### src/hw/rtl/gf16c_pkg.sv
// ----------------------------------------------------------------------------
// gf16c_pkg
// Shared types, codes and field arithmetic for the GF(2^16) constant
// multiply/divide block.
// ----------------------------------------------------------------------------
package gf16c_pkg;

  localparam int unsigned GfWidth = 16;
  localparam logic [GfWidth:0] GfPoly = 17'h1100b;
  // one squaring cell per bit of the exponent 2^16-2
  localparam int unsigned NumCells = GfWidth;
  localparam int unsigned CfgIdxWidth = 8;

  typedef enum logic [1:0] {
    OpMul    = 2'd0,
    OpCoefDiv = 2'd1,
    OpDivCoef = 2'd2,
    OpNone   = 2'd3
  } op_e;

  typedef enum logic [CfgIdxWidth-1:0] {
    RegCoefficient = 8'd0,
    RegOperation   = 8'd1
  } cfg_reg_e;

  // word travelling down the cell chain
  typedef struct packed {
    logic [GfWidth-1:0] acc;    // running power of the divisor
    logic [GfWidth-1:0] base;   // divisor raised to 2^k
    logic [GfWidth-1:0] num;    // dividend, or first factor
    logic [GfWidth-1:0] fac;    // second factor for a plain product
    op_e                op;
    logic               dz;
  } item_t;

  // carry-less product reduced by the field polynomial
  function automatic logic [GfWidth-1:0] gf_mul(input logic [GfWidth-1:0] a,
                                                 input logic [GfWidth-1:0] b);
    logic [2*GfWidth-2:0] p;
    p = '0;
    for (int i = 0; i < GfWidth; i++) begin
      if (b[i]) begin
        p = p ^ ((2*GfWidth-1)'(a) << i);
      end
    end
    for (int j = 2*GfWidth-2; j >= GfWidth; j--) begin
      if (p[j]) begin
        p = p ^ ((2*GfWidth-1)'(GfPoly) << (j - GfWidth));
      end
    end
    return p[GfWidth-1:0];
  endfunction

endpackage

### src/hw/rtl/gf16c_cell.sv
// ----------------------------------------------------------------------------
// gf16c_cell
// One step of the exponentiation chain: hold a word, square its base and,
// where enabled, fold the base into the accumulator.
// ----------------------------------------------------------------------------
module gf16c_cell #(
  parameter bit MulEn = 1'b1
) (
  input  logic              clk_i,
  input  logic              rst_ni,
  input  logic              en_i,
  input  logic              vld_i,
  input  gf16c_pkg::item_t  item_i,
  output logic              vld_o,
  output gf16c_pkg::item_t  item_o
);

  logic             vld_q;
  gf16c_pkg::item_t item_q;

  // hold valid flag
  always_ff @(posedge clk_i or negedge rst_ni) begin
    if (!rst_ni) begin
      vld_q <= 1'b0;
    end else if (en_i) begin
      vld_q <= vld_i;
    end
  end

  // hold payload
  always_ff @(posedge clk_i) begin
    if (en_i) begin
      item_q <= item_i;
    end
  end

  // square the base, fold it in when this exponent bit is set
  always_comb begin
    item_o      = item_q;
    item_o.base = gf16c_pkg::gf_mul(item_q.base, item_q.base);
    if (MulEn) begin
      item_o.acc = gf16c_pkg::gf_mul(item_q.acc, item_q.base);
    end
  end

  assign vld_o = vld_q;

endmodule

### config.mk
export PLATFORM = sky130hd
export DESIGN_NAME = gf16c_cell
export DESIGN_NICKNAME = d
export VERILOG_FILES = /design/src/hw/rtl/gf16c_pkg.sv /design/src/hw/rtl/gf16c_cell.sv
export SDC_FILE = /design/constraint.sdc
export NUM_CORES = 1
export LEC_CHECK = 0
export BUFFER_PORTS_ARGS = -buffer_cell sky130_fd_sc_hd__buf_2
export CAP_MARGIN = 30
export CORE_MARGIN = 2
export CORE_UTILIZATION = 45
export CTS_CLUSTER_DIAMETER = 120
export DETAILED_ROUTE_END_ITERATION = 7
export PLACE_DENSITY = 0.68
export SKIP_CTS_REPAIR_TIMING = 1
export SLEW_MARGIN = 5
export SYNTH_ARGS = -nofsm -noshare
export SYNTH_HDL_FRONTEND = slang
export SYNTH_SLANG_ARGS = --single-unit
### constraint.sdc
create_clock -name clk_i -period 6 [get_ports clk_i]
set_input_delay 0 -clock clk_i [delete_from_list [all_inputs] [get_ports clk_i]]
set_output_delay 0 -clock clk_i [all_outputs]
set_load 0.01 [all_outputs]
## Yosys cells after proc, flatten, opt, wreduce, memory -nomap -nowiden

Cells that the tools add are included.

- Flip-flop bits (word level): 68
- Bits in latches: 0
- Memory bits (writable): 0
- ROM bits: 0
- Input bits: 71
- Word-level logic and storage cells: 129
- Memories: 0

- $add $sub $neg: 0
- Multipliers: 0
- Divide/modulo/power cells: 0
- Magnitude comparators: 0
- Eq/ne operators: 0
- Shift-type cells: 0
- Mux-type cells: 62
- Bitwise gates (word level): 60
- Reduce and logical (&&, ||, !) cells: 0

Operators by type and width:

| operator | count |
|---|---|
| $mux W31 | 30 |
| $not A4 Y4 | 30 |
| $mux W16 | 4 |
| $xor A31 B18 Y31 | 2 |
| $xor A31 B19 Y31 | 2 |
| $xor A31 B20 Y31 | 2 |
| $xor A31 B21 Y31 | 2 |
| $xor A31 B22 Y31 | 2 |
| $xor A31 B23 Y31 | 2 |
| $xor A31 B24 Y31 | 2 |
| $xor A31 B25 Y31 | 2 |
| $xor A31 B26 Y31 | 2 |
| $xor A31 B27 Y31 | 2 |
| $xor A31 B28 Y31 | 2 |
| $xor A31 B29 Y31 | 2 |
| $xor A31 B30 Y31 | 2 |
| $xor A31 B31 Y31 | 2 |
| $mux W27 | 2 |
| $mux W26 | 2 |
| $mux W25 | 2 |
| $mux W24 | 2 |
| $mux W23 | 2 |
| $mux W22 | 2 |
| $mux W21 | 2 |
| other kinds (9) | 16 |

## Depth between registers and ports, before layout

- Word-level depth: 61
- Mapped depth: 9

## Worst setup path after synthesis

Ideal clock, no wire load.

- Kind: register to output
- Start: register item_q[66] in the netlist's numbering
- End: output port item_o[55] in the netlist's numbering
- Data arrival time: 2.501 ns
- Setup slack: 3.499 ns
- Cell stages (with the launch flop): 9
- Cell sequence: edfxtp_1 > buf_6 > nand2_1 > xor2_2 > xnor2_2 > xnor3_2 > xor2_4 > xnor3_1 > xnor2_1

RTL lines:

| item | RTL line | source |
|---|---|---|
| from (decl) | gf16c_cell.sv:19 | `gf16c_pkg::item_t item_q;` |
| from (signal assigned) | gf16c_cell.sv:33 | `item_q <= item_i;` |
| to (decl) | gf16c_cell.sv:15 | `output gf16c_pkg::item_t item_o` |

==> results by group <==
Setup path
  – Worst EP arrival: about 3500 ps
  – Worst Reg-to-Reg Cells: 1
  – Startpoint class of the critical path: flip-flop
  – R2r setup slk: roughly 5300 ps
  – CP Capture Type: output pin
  – CP Max Fanout: 18
  – Critical path origin: item_q[48]$_DFFE_PP_
  – Crit path kind: flip-flop to output pin
  – R2R Path End: vld_o$_DFFE_PN0P_
  – Critical Path RT: roughly 6000 ps
  – Crit Reg-Reg Startpoint: vld_o$_DFFE_PN0P_

Clock tree
  – TritonCTS Buffers: 9
  – Htree depth: 3
  – Skew-Pair Late Insertion Delay: 320 ps
  – Bufs on Longest Clock Path: 2
  – TritonCTS clock tree: done
  – CTS clk-pin slew, worst paths: about 50 ps
  – CTS Root Cell: clkbuf_16
  – Clk sinks: 68

Layout
  – Post-route core utilization: 54.9%
  – Share of layout cells above drive strength 1: approximately 20%
  – Area growth syn-to-layout: 20.3%
  – Post-route design area: 0.00789 mm2
  – Antenna diode count: 0
  – Nets: 914

Global route
  – Initial antenna violation count: 0
  – GR Overflow Total: 0
  – Total GRT Usage: between 20% and 30%
  – Vias in the first global route: around 4.5k
  – First-pass GRT wire length: ~25 mm
  – Largest net degree at the start of global routing: 69

Power
  – LEAKAGE: 3.22 nW
  – P per Cell Area: a little over 500 mW/mm2
  – Overall power: approximately 4 mW
  – VDD IR max: ~0.00054 V

Worst hold path
  – Tightest Hold Check Type: input port to flip-flop
  – Min-delay src: item_i[43]
  – Hold path depth: 2
  – Hold endpoint: item_q[43]$_DFFE_PP_

Routing
  – Post-DRT Antenna Nets: 0
  – Routed via count: between 4k and 5k
  – Iteration count of the initial detailed-routing pass: 5
  – First-iteration detailed-routing DRC count: 355
  – Drt via density: roughly 4.8
  – WL final: around 17 mm
  – Drt wl/cell: roughly 17 um
  – DRC viols: 0

Die
  – Std-Cell Rows: 44
  – Die H: 125 um
  – Number of I/O pins: approximately 140
  – Core area: around 0.014 mm2
  – DIE AREA: about 0.016 mm2
  – Chip width: about 120 um
  – Initial Utilization: 45.6%

STA
  – Period minus WS final: 3510 ps
  – Final Skew: 0 ps
  – Worst hold slack: roughly 380 ps
  – Max Fclk: roughly 280 MHz
  – Final period utilization: between 50% and 60%
  – Final setup vio count: 0
  – RSZ-0062 raised after global routing: no
  – Slew @ Worst Pin: about 900 ps
  – Setup TNS: 0 ps
  – Normalized max-slew margin: 41.3%
  – Max-slew violations: 0
  – Final hold violation count: 0

Yosys
  – EDFF count, synth: 67
  – Ys async rst share: ~1.5%
  – Synth top cells by count: nand2_1, xnor2_1, xor2_1
  – Largest area contributor in the netlist: edfxtp_1
  – Sequential fraction of the synthesis area: just over 30%
  – FF+latch count, synth: 68
  – Post-Syn Instances: about 700
  – Syn avg cell area: around 9 um2
  – Most frequent cell after synthesis: nand2_1
  – Synth warn: 0
  – Post-synth top flop: edfxtp_1
  – Syn nets: ~790
  – Top post-synthesis cells by area: edfxtp_1, xnor2_1, nand2_1
  – Synthesized area: between 0.006 and 0.007 mm2
  – Synth cell types: 24
  – Top cell type's share of synthesized area: between 30% and 40%

Run status
  – Outcome: finished clean

Placed design
  – Post-DP HPWL: ~11 mm
  – Placer Congestion: 0.892
  – Placed instance area: about 0.007 mm2
  – Port Buffers: between 100 and 150

Job
  – Max_cap viols: 0
## critical path, stage by stage (launching register included)
cell and delay (ps):
edfxtp_1 840, nand2_1 190, xor2_2 210, xnor2_2 270, xnor3_2 590, xor2_4 330, xnor3_1 480, xnor2_1 130
buf_2 140
## flip-flops by register name, summed over array words and instances (netlist names)
signal and count:
item_q 32, vld_o 1, item_o 35
## metrics by stage
| stage | std cells | setup slack (ps) |
|---|---|---|
| 6_report | 1032 | 2490 |
| 5_1_grt | 1032 | 2320 |
| 4_1_cts | 961 | 2330 |
| 3_5_place_dp | 945 | 2710 |
| 3_3_place_gp | 945 | 2770 |
| 2_1_floorplan | 721 | 3500 |
## final cells by class
cell class	count	area [um2]
tap	184	230
clock buffer	11	233
timing repair buffer	210	1430
sequential	68	2040
multi-input combinational	554	3940
clock inverter	5	28.8
fill	1256	6480
## how the worst max path moves through the flow
stage,endpoint,cells after the start,slack (ps)
4_1_cts,item_o[55],8,2330
3_3_place_gp,item_o[55],8,2770
6_report,item_o[55],8,2490
5_1_grt,item_o[55],8,2320
3_5_place_dp,item_o[55],8,2710
2_1_floorplan,item_o[55],8,3500
## layer usage
layer | vias to the layer above | routed length (um) | track usage (%)
met5 | - | 0 | 0
met4 | 0 | 260 | 6.28
met3 | 19 | 1560 | 4.21
met2 | 235 | 7920 | 32.9
met1 | 2312 | 7330 | 27.3
li1 | 2406 | - | -
## layout by cell type (no fill, tap or decap), types with 3 or more instances in the layout
cell | netlist | routed
clkbuf_16 | 0 | 9
edfxtp_1 | 67 | 67
nand2_1 | 249 | 249
dlygate4sd3_1 | 0 | 70
xnor3_2 | 3 | 3
buf_2 | 17 | 138
xnor3_1 | 11 | 11
a22oi_1 | 3 | 3
xor2_1 | 70 | 70
xnor2_2 | 8 | 8
xnor2_1 | 194 | 194
xnor2_4 | 3 | 3
## logic make-up after synthesis
kind of cell           count (synthesis)  synth area share, %
AND/OR/NAND/NOR                      254                 14.7
flip-flops                            68                 31.1
XOR/XNOR                             292                 44.3
multiplexers                           3                0.515
buffers and inverters                 99                 8.91
AO/OA/AOI/OAI                          5                0.572
## where the power goes
group          switching (mW)  internal (mW)
Clock                   0.180          0.276
Combinational            1.32           1.53
Sequential              0.115          0.567
(Power assumes the default switching activity.)
