### src/hw/rtl/gf16c_pkg.sv
// ----------------------------------------------------------------------------
// gf16c_pkg
// Shared types, codes and field arithmetic for the GF(2^16) constant
// multiply/divide block.
// ----------------------------------------------------------------------------
package gf16c_pkg;

  localparam int unsigned GfWidth = 16;
  localparam logic [GfWidth:0] GfPoly = 17'h1100b;
  // one squaring cell per bit of the exponent 2^16-2
  localparam int unsigned NumCells = GfWidth;
  localparam int unsigned CfgIdxWidth = 8;

  typedef enum logic [1:0] {
    OpMul    = 2'd0,
    OpCoefDiv = 2'd1,
    OpDivCoef = 2'd2,
    OpNone   = 2'd3
  } op_e;

  typedef enum logic [CfgIdxWidth-1:0] {
    RegCoefficient = 8'd0,
    RegOperation   = 8'd1
  } cfg_reg_e;

  // word travelling down the cell chain
  typedef struct packed {
    logic [GfWidth-1:0] acc;    // running power of the divisor
    logic [GfWidth-1:0] base;   // divisor raised to 2^k
    logic [GfWidth-1:0] num;    // dividend, or first factor
    logic [GfWidth-1:0] fac;    // second factor for a plain product
    op_e                op;
    logic               dz;
  } item_t;

  // carry-less product reduced by the field polynomial
  function automatic logic [GfWidth-1:0] gf_mul(input logic [GfWidth-1:0] a,
                                                 input logic [GfWidth-1:0] b);
    logic [2*GfWidth-2:0] p;
    p = '0;
    for (int i = 0; i < GfWidth; i++) begin
      if (b[i]) begin
        p = p ^ ((2*GfWidth-1)'(a) << i);
      end
    end
    for (int j = 2*GfWidth-2; j >= GfWidth; j--) begin
      if (p[j]) begin
        p = p ^ ((2*GfWidth-1)'(GfPoly) << (j - GfWidth));
      end
    end
    return p[GfWidth-1:0];
  endfunction

endpackage

### src/hw/rtl/gf16c_final.sv
// ----------------------------------------------------------------------------
// gf16c_final
// Last stage: multiply the dividend by the inverse (or the plain factor)
// and register the result word.
// ----------------------------------------------------------------------------
module gf16c_final (
  input  logic                              clk_i,
  input  logic                              rst_ni,
  input  logic                              en_i,
  input  logic                              vld_i,
  input  gf16c_pkg::item_t                  item_i,
  output logic                              vld_o,
  output logic [gf16c_pkg::GfWidth-1:0]     res_o,
  output logic                              dz_o
);

  logic                          vld_q;
  logic [gf16c_pkg::GfWidth-1:0] res_q, res_d;
  logic                          dz_q;
  logic [gf16c_pkg::GfWidth-1:0] fac;

  // pick second factor and form the product
  always_comb begin
    fac   = (item_i.op == gf16c_pkg::OpMul) ? item_i.fac : item_i.acc;
    res_d = gf16c_pkg::gf_mul(item_i.num, fac);
    if (item_i.op == gf16c_pkg::OpNone || item_i.dz) begin
      res_d = '0;
    end
  end

  always_ff @(posedge clk_i or negedge rst_ni) begin
    if (!rst_ni) begin
      vld_q <= 1'b0;
    end else if (en_i) begin
      vld_q <= vld_i;
    end
  end

  always_ff @(posedge clk_i) begin
    if (en_i) begin
      res_q <= res_d;
      dz_q  <= item_i.dz;
    end
  end

  assign vld_o = vld_q;
  assign res_o = res_q;
  assign dz_o  = dz_q;

endmodule

### config.mk
export PLATFORM = sky130hd
export DESIGN_NAME = gf16c_final
export DESIGN_NICKNAME = d
export VERILOG_FILES = /design/src/hw/rtl/gf16c_pkg.sv /design/src/hw/rtl/gf16c_final.sv
export SDC_FILE = /design/constraint.sdc
export NUM_CORES = 1
export LEC_CHECK = 0
export ABC_AREA = 1
export BUFFER_PORTS_ARGS = -buffer_cell sky130_fd_sc_hd__buf_2
export CORE_ASPECT_RATIO = 1.1
export CORE_MARGIN = 2
export CORE_UTILIZATION = 35
export CTS_CLUSTER_DIAMETER = 150
export CTS_CLUSTER_SIZE = 40
export DETAILED_ROUTE_END_ITERATION = 16
export GPL_ROUTABILITY_DRIVEN = 0
export GPL_TIMING_DRIVEN = 1
export SETUP_SLACK_MARGIN = 0.4
export SKIP_LAST_GASP = 1
export SYNTH_ARGS = -nofsm -noshare
export SYNTH_HDL_FRONTEND = slang
export SYNTH_SLANG_ARGS = --single-unit
### constraint.sdc
create_clock -name clk_i -period 2.1 [get_ports clk_i]
set_input_delay 0.42 -clock clk_i [delete_from_list [all_inputs] [get_ports clk_i]]
set_output_delay 0.42 -clock clk_i [all_outputs]
set_load 0.02 [all_outputs]
Word-level counts from Yosys, hierarchy flattened
Index checks and enable logic that the tools add are counted.
Operators by class
  equal/unequal tests: 1
  muxes and demuxes: 32
  bitwise logic cells: 30
  reductions and logical operators: 2
Operators by type and width (count)
  31-bit 2-to-1 mux: 15
  4-bit inverter: 15
  16-bit 2-to-1 mux: 3
  31-bit by 18-bit XOR with 31-bit output: 1
  31-bit by 19-bit XOR with 31-bit output: 1
  31-bit by 20-bit XOR with 31-bit output: 1
  31-bit by 21-bit XOR with 31-bit output: 1
  31-bit by 22-bit XOR with 31-bit output: 1
  31-bit by 23-bit XOR with 31-bit output: 1
  31-bit by 24-bit XOR with 31-bit output: 1
  31-bit by 25-bit XOR with 31-bit output: 1
  31-bit by 26-bit XOR with 31-bit output: 1
  31-bit by 27-bit XOR with 31-bit output: 1
  31-bit by 28-bit XOR with 31-bit output: 1
  31-bit by 29-bit XOR with 31-bit output: 1
  31-bit by 30-bit XOR with 31-bit output: 1
  31-bit XOR: 1
  27-bit 2-to-1 mux: 1
  26-bit 2-to-1 mux: 1
  25-bit 2-to-1 mux: 1
  24-bit 2-to-1 mux: 1
  23-bit 2-to-1 mux: 1
  22-bit 2-to-1 mux: 1
  21-bit 2-to-1 mux: 1
  other kinds (11): 11
Storage, ports and cells
  bits in registers: 18
  input port bits: 71
  logic and storage cells: 68

Logic depth before layout (Yosys ltp)
  depth after elaboration: 63
  mapped depth: 26
  mapped depth without buffers: 25

Worst setup path before layout
OpenSTA, ideal clock, no wires.
  kind: input to register
  start: input port item_i[33] (netlist name)
  end: register res_q, in the netlist res_o[1] (data pin)
  arrival: 2.248 ns
  slack: -0.401 ns
  cell stages on the path: 20
  buffers on the path: 2
  cells stage by stage: buf_2 inv_1 clkbuf_1 nor2_1 o21ai_1 nand2_1 nand2_1 nand2_2 nand2_1 nand2_1 nor2_1 nor2_4 nand2_1 nand2_2 nand2_1 nand3_1 nand2_1 nand3_1 nand2_1 nor2_1
Between the ends
  cells in the longest elaborated chain, start to end: 42
  elaborated cells between the ends (all ways): 49
  classes of those cells: 27 x mux; 22 x bitwise
RTL lines
  from (decl): RTL line gf16c_final.sv:11  | input gf16c_pkg::item_t item_i,
  31-bit by 18-bit XOR with 31-bit output: RTL line gf16c_pkg.sv:43  | p = p ^ ((2*GfWidth-1)'(a) << i);
  31-bit 2-to-1 mux: RTL line gf16c_pkg.sv:42  | if (b[i]) begin
  31-bit by 19-bit XOR with 31-bit output: RTL line gf16c_pkg.sv:43
  31-bit 2-to-1 mux: RTL line gf16c_pkg.sv:42
  31-bit by 20-bit XOR with 31-bit output: RTL line gf16c_pkg.sv:43
  31-bit 2-to-1 mux: RTL line gf16c_pkg.sv:42
  31-bit by 21-bit XOR with 31-bit output: RTL line gf16c_pkg.sv:43
  31-bit 2-to-1 mux: RTL line gf16c_pkg.sv:42
  (+26 left out)
  22-bit 2-to-1 mux: RTL line gf16c_pkg.sv:47  | if (p[j]) begin
  21-bit 2-to-1 mux: RTL line gf16c_pkg.sv:47
  20-bit 2-to-1 mux: RTL line gf16c_pkg.sv:47
  19-bit 2-to-1 mux: RTL line gf16c_pkg.sv:47
  18-bit 2-to-1 mux: RTL line gf16c_pkg.sv:47
  4-bit inverter (no source line)
  17-bit 2-to-1 mux: RTL line gf16c_pkg.sv:47
  13-bit 2-to-1 mux *: RTL line gf16c_pkg.sv:47
  to (signal assigned): RTL line gf16c_final.sv:41  | res_q <= res_d;
  to (decl): RTL line gf16c_final.sv:18  | logic [gf16c_pkg::GfWidth-1:0] res_q, res_d;
Mark *: on every way between the ends. The rest lies on a longest branch, timed or not.
A chain may end at the register's enable or synchronous reset.

Worst setup path in the final report
  start: input port item_i[2] (netlist name)
  end: register res_q, in the netlist res_o[6] (data pin)
Between the ends
  cells in the longest elaborated chain, start to end: 51
  elaborated cells between the ends (all ways): 59
  classes of those cells: 1 x eq/ne; 32 x mux; 24 x bitwise; 2 x reduce/logical
RTL lines
  2-bit logical NOT: RTL line gf16c_final.sv:24  | fac = (item_i.op == gf16c_pkg::OpMul) ? item_i.fac : item_i.acc;
  16-bit 2-to-1 mux: RTL line gf16c_final.sv:24
  16-bit 2-to-1 mux: RTL line gf16c_pkg.sv:42
  16-bit by 17-bit XOR with 17-bit output: RTL line gf16c_pkg.sv:43
  31-bit 2-to-1 mux: RTL line gf16c_pkg.sv:42
  31-bit by 18-bit XOR with 31-bit output: RTL line gf16c_pkg.sv:43
  31-bit 2-to-1 mux: RTL line gf16c_pkg.sv:42
  31-bit by 19-bit XOR with 31-bit output: RTL line gf16c_pkg.sv:43
  (+35 left out)
  4-bit inverter (no source line)
  18-bit 2-to-1 mux: RTL line gf16c_pkg.sv:47
  17-bit 2-to-1 mux: RTL line gf16c_pkg.sv:47
  4-bit inverter (no source line)
  16-bit 2-to-1 mux: RTL line gf16c_pkg.sv:47
  15-bit 2-to-1 mux: RTL line gf16c_pkg.sv:47
  14-bit 2-to-1 mux: RTL line gf16c_pkg.sv:47
  13-bit 2-to-1 mux: RTL line gf16c_pkg.sv:47
Parallel ways exist; a longest one is shown, timed or not.

==> summary.txt <==
Clock tree
  – Num CTS Buffers: 3
  – CTS max path bufs: 2
  – CTS tree: done
  – Num Clock Sinks: 18
  – H-tree levels: 1
  – CTS clk-pin slew, worst paths: 50 ps
  – CTS root buf: clkbuf_16
  – Worst skew pair latency: 240 ps

Setup path
  – Crit-path most repeated cell: nand2_1
  – Worst r2r src: vld_o
  – CP peak stage delay: 240 ps
  – Critical Path Source Type: input pin
  – CP cell instances: buf_8, nor2_4, clkbuf_16, nand2_8, nand2_8, buf_4, nor2_1, nand3b_1, nand2_1, inv_1, nand2_1, nand2_1, nand2_2, nand2_2, nand2_1, nand2_1, inv_1, nand2_1, nand2_2, xor2_1, buf_4, nand2_1, nand2_1, nor2_1
  – CP Launch Point: item_i[2]
  – Top Family by Delay on Critical Path: simple AND/OR/NAND/NOR gates
  – Critical Path RT: 2100 ps
  – Bufs and invs on worst path: 6
  – Reg2Reg Depth: 1
  – Worst EP arrival: 2710 ps
  – Crit-path max FO: 7
  – Worst Setup End Kind: flop
  – Kind of critical path: in -> reg
  – CP max-delay cell: clkbuf_16
  – CP Depth: 24
  – Flop-to-flop setup slack: 1360 ps

Logic synthesis
  – Top post-synthesis cells by area: nand2_1 17%, xnor2_1 17%, nor2_1 13%
  – Number of synthesized flops with an enable pin: 17
  – Area leader, netlist: nand2_1
  – Post-Synthesis Net Count: 1,124
  – Mapped Area: 0.005924 mm2
  – Synth top area share: 0.1730
  – Synth Area per Inst: 5.626 um2
  – Ys flop type: edfxtp_1
  – Cells after synthesis: 1,053
  – Post-synth ARST share: 0.05556
  – Sequential area share after synthesis: 0.09039
  – Ys Warns: 0
  – Synth cell types: 33
  – Register bit total from synthesis: 18

Route
  – Routed Antenna Nets: 0
  – Drt total wl: 20,300 um
  – WL per Instance: 13.66 um
  – Routed vias/inst: 4.703
  – DRC errors left: 0
  – Via count: 6,989
  – Initial drt markers: 346
  – Drt first pass iters: 5

Floorplanning
  – Chip width: 128.1 um
  – Die Y: 140.5 um
  – Core area: 0.01649 mm2
  – Io pins: 89
  – Row Count: 49
  – Initial Util: 0.3592
  – Total Die Area: 0.01799 mm2

STA
  – Final Hold Fails: 0
  – Setup-failing EPs final: 16
  – Worst slew margin: 0.6867
  – Part of the cycle the worst path needs: 1.287
  – Hold Slack: 383.1 ps
  – Slew @ Worst Pin: 466.7 ps
  – Minimum clock period: 2702 ps
  – Final Max Tran Viols: 0
  – RSZ-0062 raised after global routing: true
  – Max Fclk: 370.1 MHz
  – Setup_tns: -8575 ps
  – Final clock skew: 0 ps
  – Setup ws final: -602.0 ps

Global routing
  – Global-route wire length before repair: 30,500 um
  – Largest net degree at the start of global routing: 19
  – Initial antenna violation count: 0
  – Remaining global-route overflow: 0
  – Vias in the first global route: 6,294
  – Tot GR Track Use: 0.2099

Power and ir drop
  – VDD IR max: 0.5327 mV
  – Pwr/cell area: 637.1 mW/mm2
  – Leakage power: 4.597 nW
  – Power Total: 5.662 mW

Finish
  – Area grow syn2layout: 50.01%
  – Leading cell types in the layout, fill and taps excluded: 215 x nand2_1, 198 x nor2_1, 151 x buf_4
  – Most common cell after layout, fill and taps aside: nand2_1
  – Antenna Cells: 0
  – Layout cell share with drive strength beyond 1: 0.3502
  – NumNets Final: 1,354

Placed design
  – Worst slack, placed: -972.0 ps
  – PortBufs: 72
  – HPWL after DPL: 15,880 um

Worst hold path
  – Hold path start: item_i[0]
  – Hold depth: 1
  – Hold WC Path Type: in -> reg

Run
  – Max-cap violation count: 0

Status
  – Failing checks: setup timing
  – Status: finished with violations
layout make-up:
type | instances | area (um2)
fillers | 1596 | 7605
multi-input cells | 876 | 5478
repair buffers | 254 | 2033
flip-flops and latches | 18 | 535.5
inverters | 130 | 506.7
well taps | 204 | 255.2
clock buffers | 3 | 75.07
clock inverters | 1 | 3.754
what timing repair did:
item | in CTS | in global routing
gates cloned | 1 | 3
resized for setup | 38 | 156
setup endpoints to repair | 16 | 16
hold buffers | 1 | 0
hold endpoints to repair | 1 | 0
setup buffers | 9 | 22
pin swaps | 18 | 66
registers in the layout (all words and copies together), names as in the netlist:
signal / count
res_o: 16
dz_o: 1
vld_o: 1
final timing paths:
| kind | to |
|---|---|
| max | res_o[6] |
| min | dz_o |
| max reg2reg | vld_o |
| min reg2reg | vld_o |
| max in group asynchronous | vld_o |
| min in group asynchronous | vld_o |
cells by family (layout without fill, tap and decap cells):
| group | after synthesis | in the layout | synth area share |
|---|---|---|---|
| simple gates | 648 | 650 | 0.4765 |
| xor+xnor | 196 | 196 | 0.2910 |
| buf+inv | 161 | 388 | 0.1143 |
| compound gates | 29 | 29 | 0.02598 |
| flops | 18 | 18 | 0.09039 |
| mux | 1 | 1 | 0.001901 |
Yosys cell counts (all sizes together), types with 4 or more instances:
| cell type | instances |
|---|---|
| edfxtp | 17 |
| buf | 17 |
| nand3 | 100 |
| xnor2 | 118 |
| a21oi | 10 |
| xor2 | 78 |
| inv | 129 |
| clkbuf | 14 |
| nand3b | 10 |
| nand2 | 318 |
| nor2 | 214 |
| or2 | 4 |
| o21ai | 17 |
per-stage QoR:
step	std cells	util	instance area, um2
2_1_floorplan	1053	-	5972
3_3_place_gp	1446	0.4661	7687
3_5_place_dp	1446	0.4661	7687
4_1_cts	1461	0.4849	7996
5_1_grt	1486	0.5389	8887
6_report	1486	0.5389	8887
layer usage:
metal  wire [um]  track usage  vias to the layer above  share of wire
met2        9955       0.3769                      172           0.49
met4         467      0.04280                        0          0.023
met3         844      0.01070                       29          0.042
met1        9033       0.2774                     3145           0.44
li1            -            -                     3643              -
met5           0            0                        -              0
power by group:
group	switching [mW]	internal (mW)	leakage, nW
registers	0.0179	0.536	0.175
clock network	0.118	0.253	0.0385
logic	2.73	2.01	4.38
total	2.87	2.79	4.60
No activity file was read; power rests on OpenSTA's default activity.
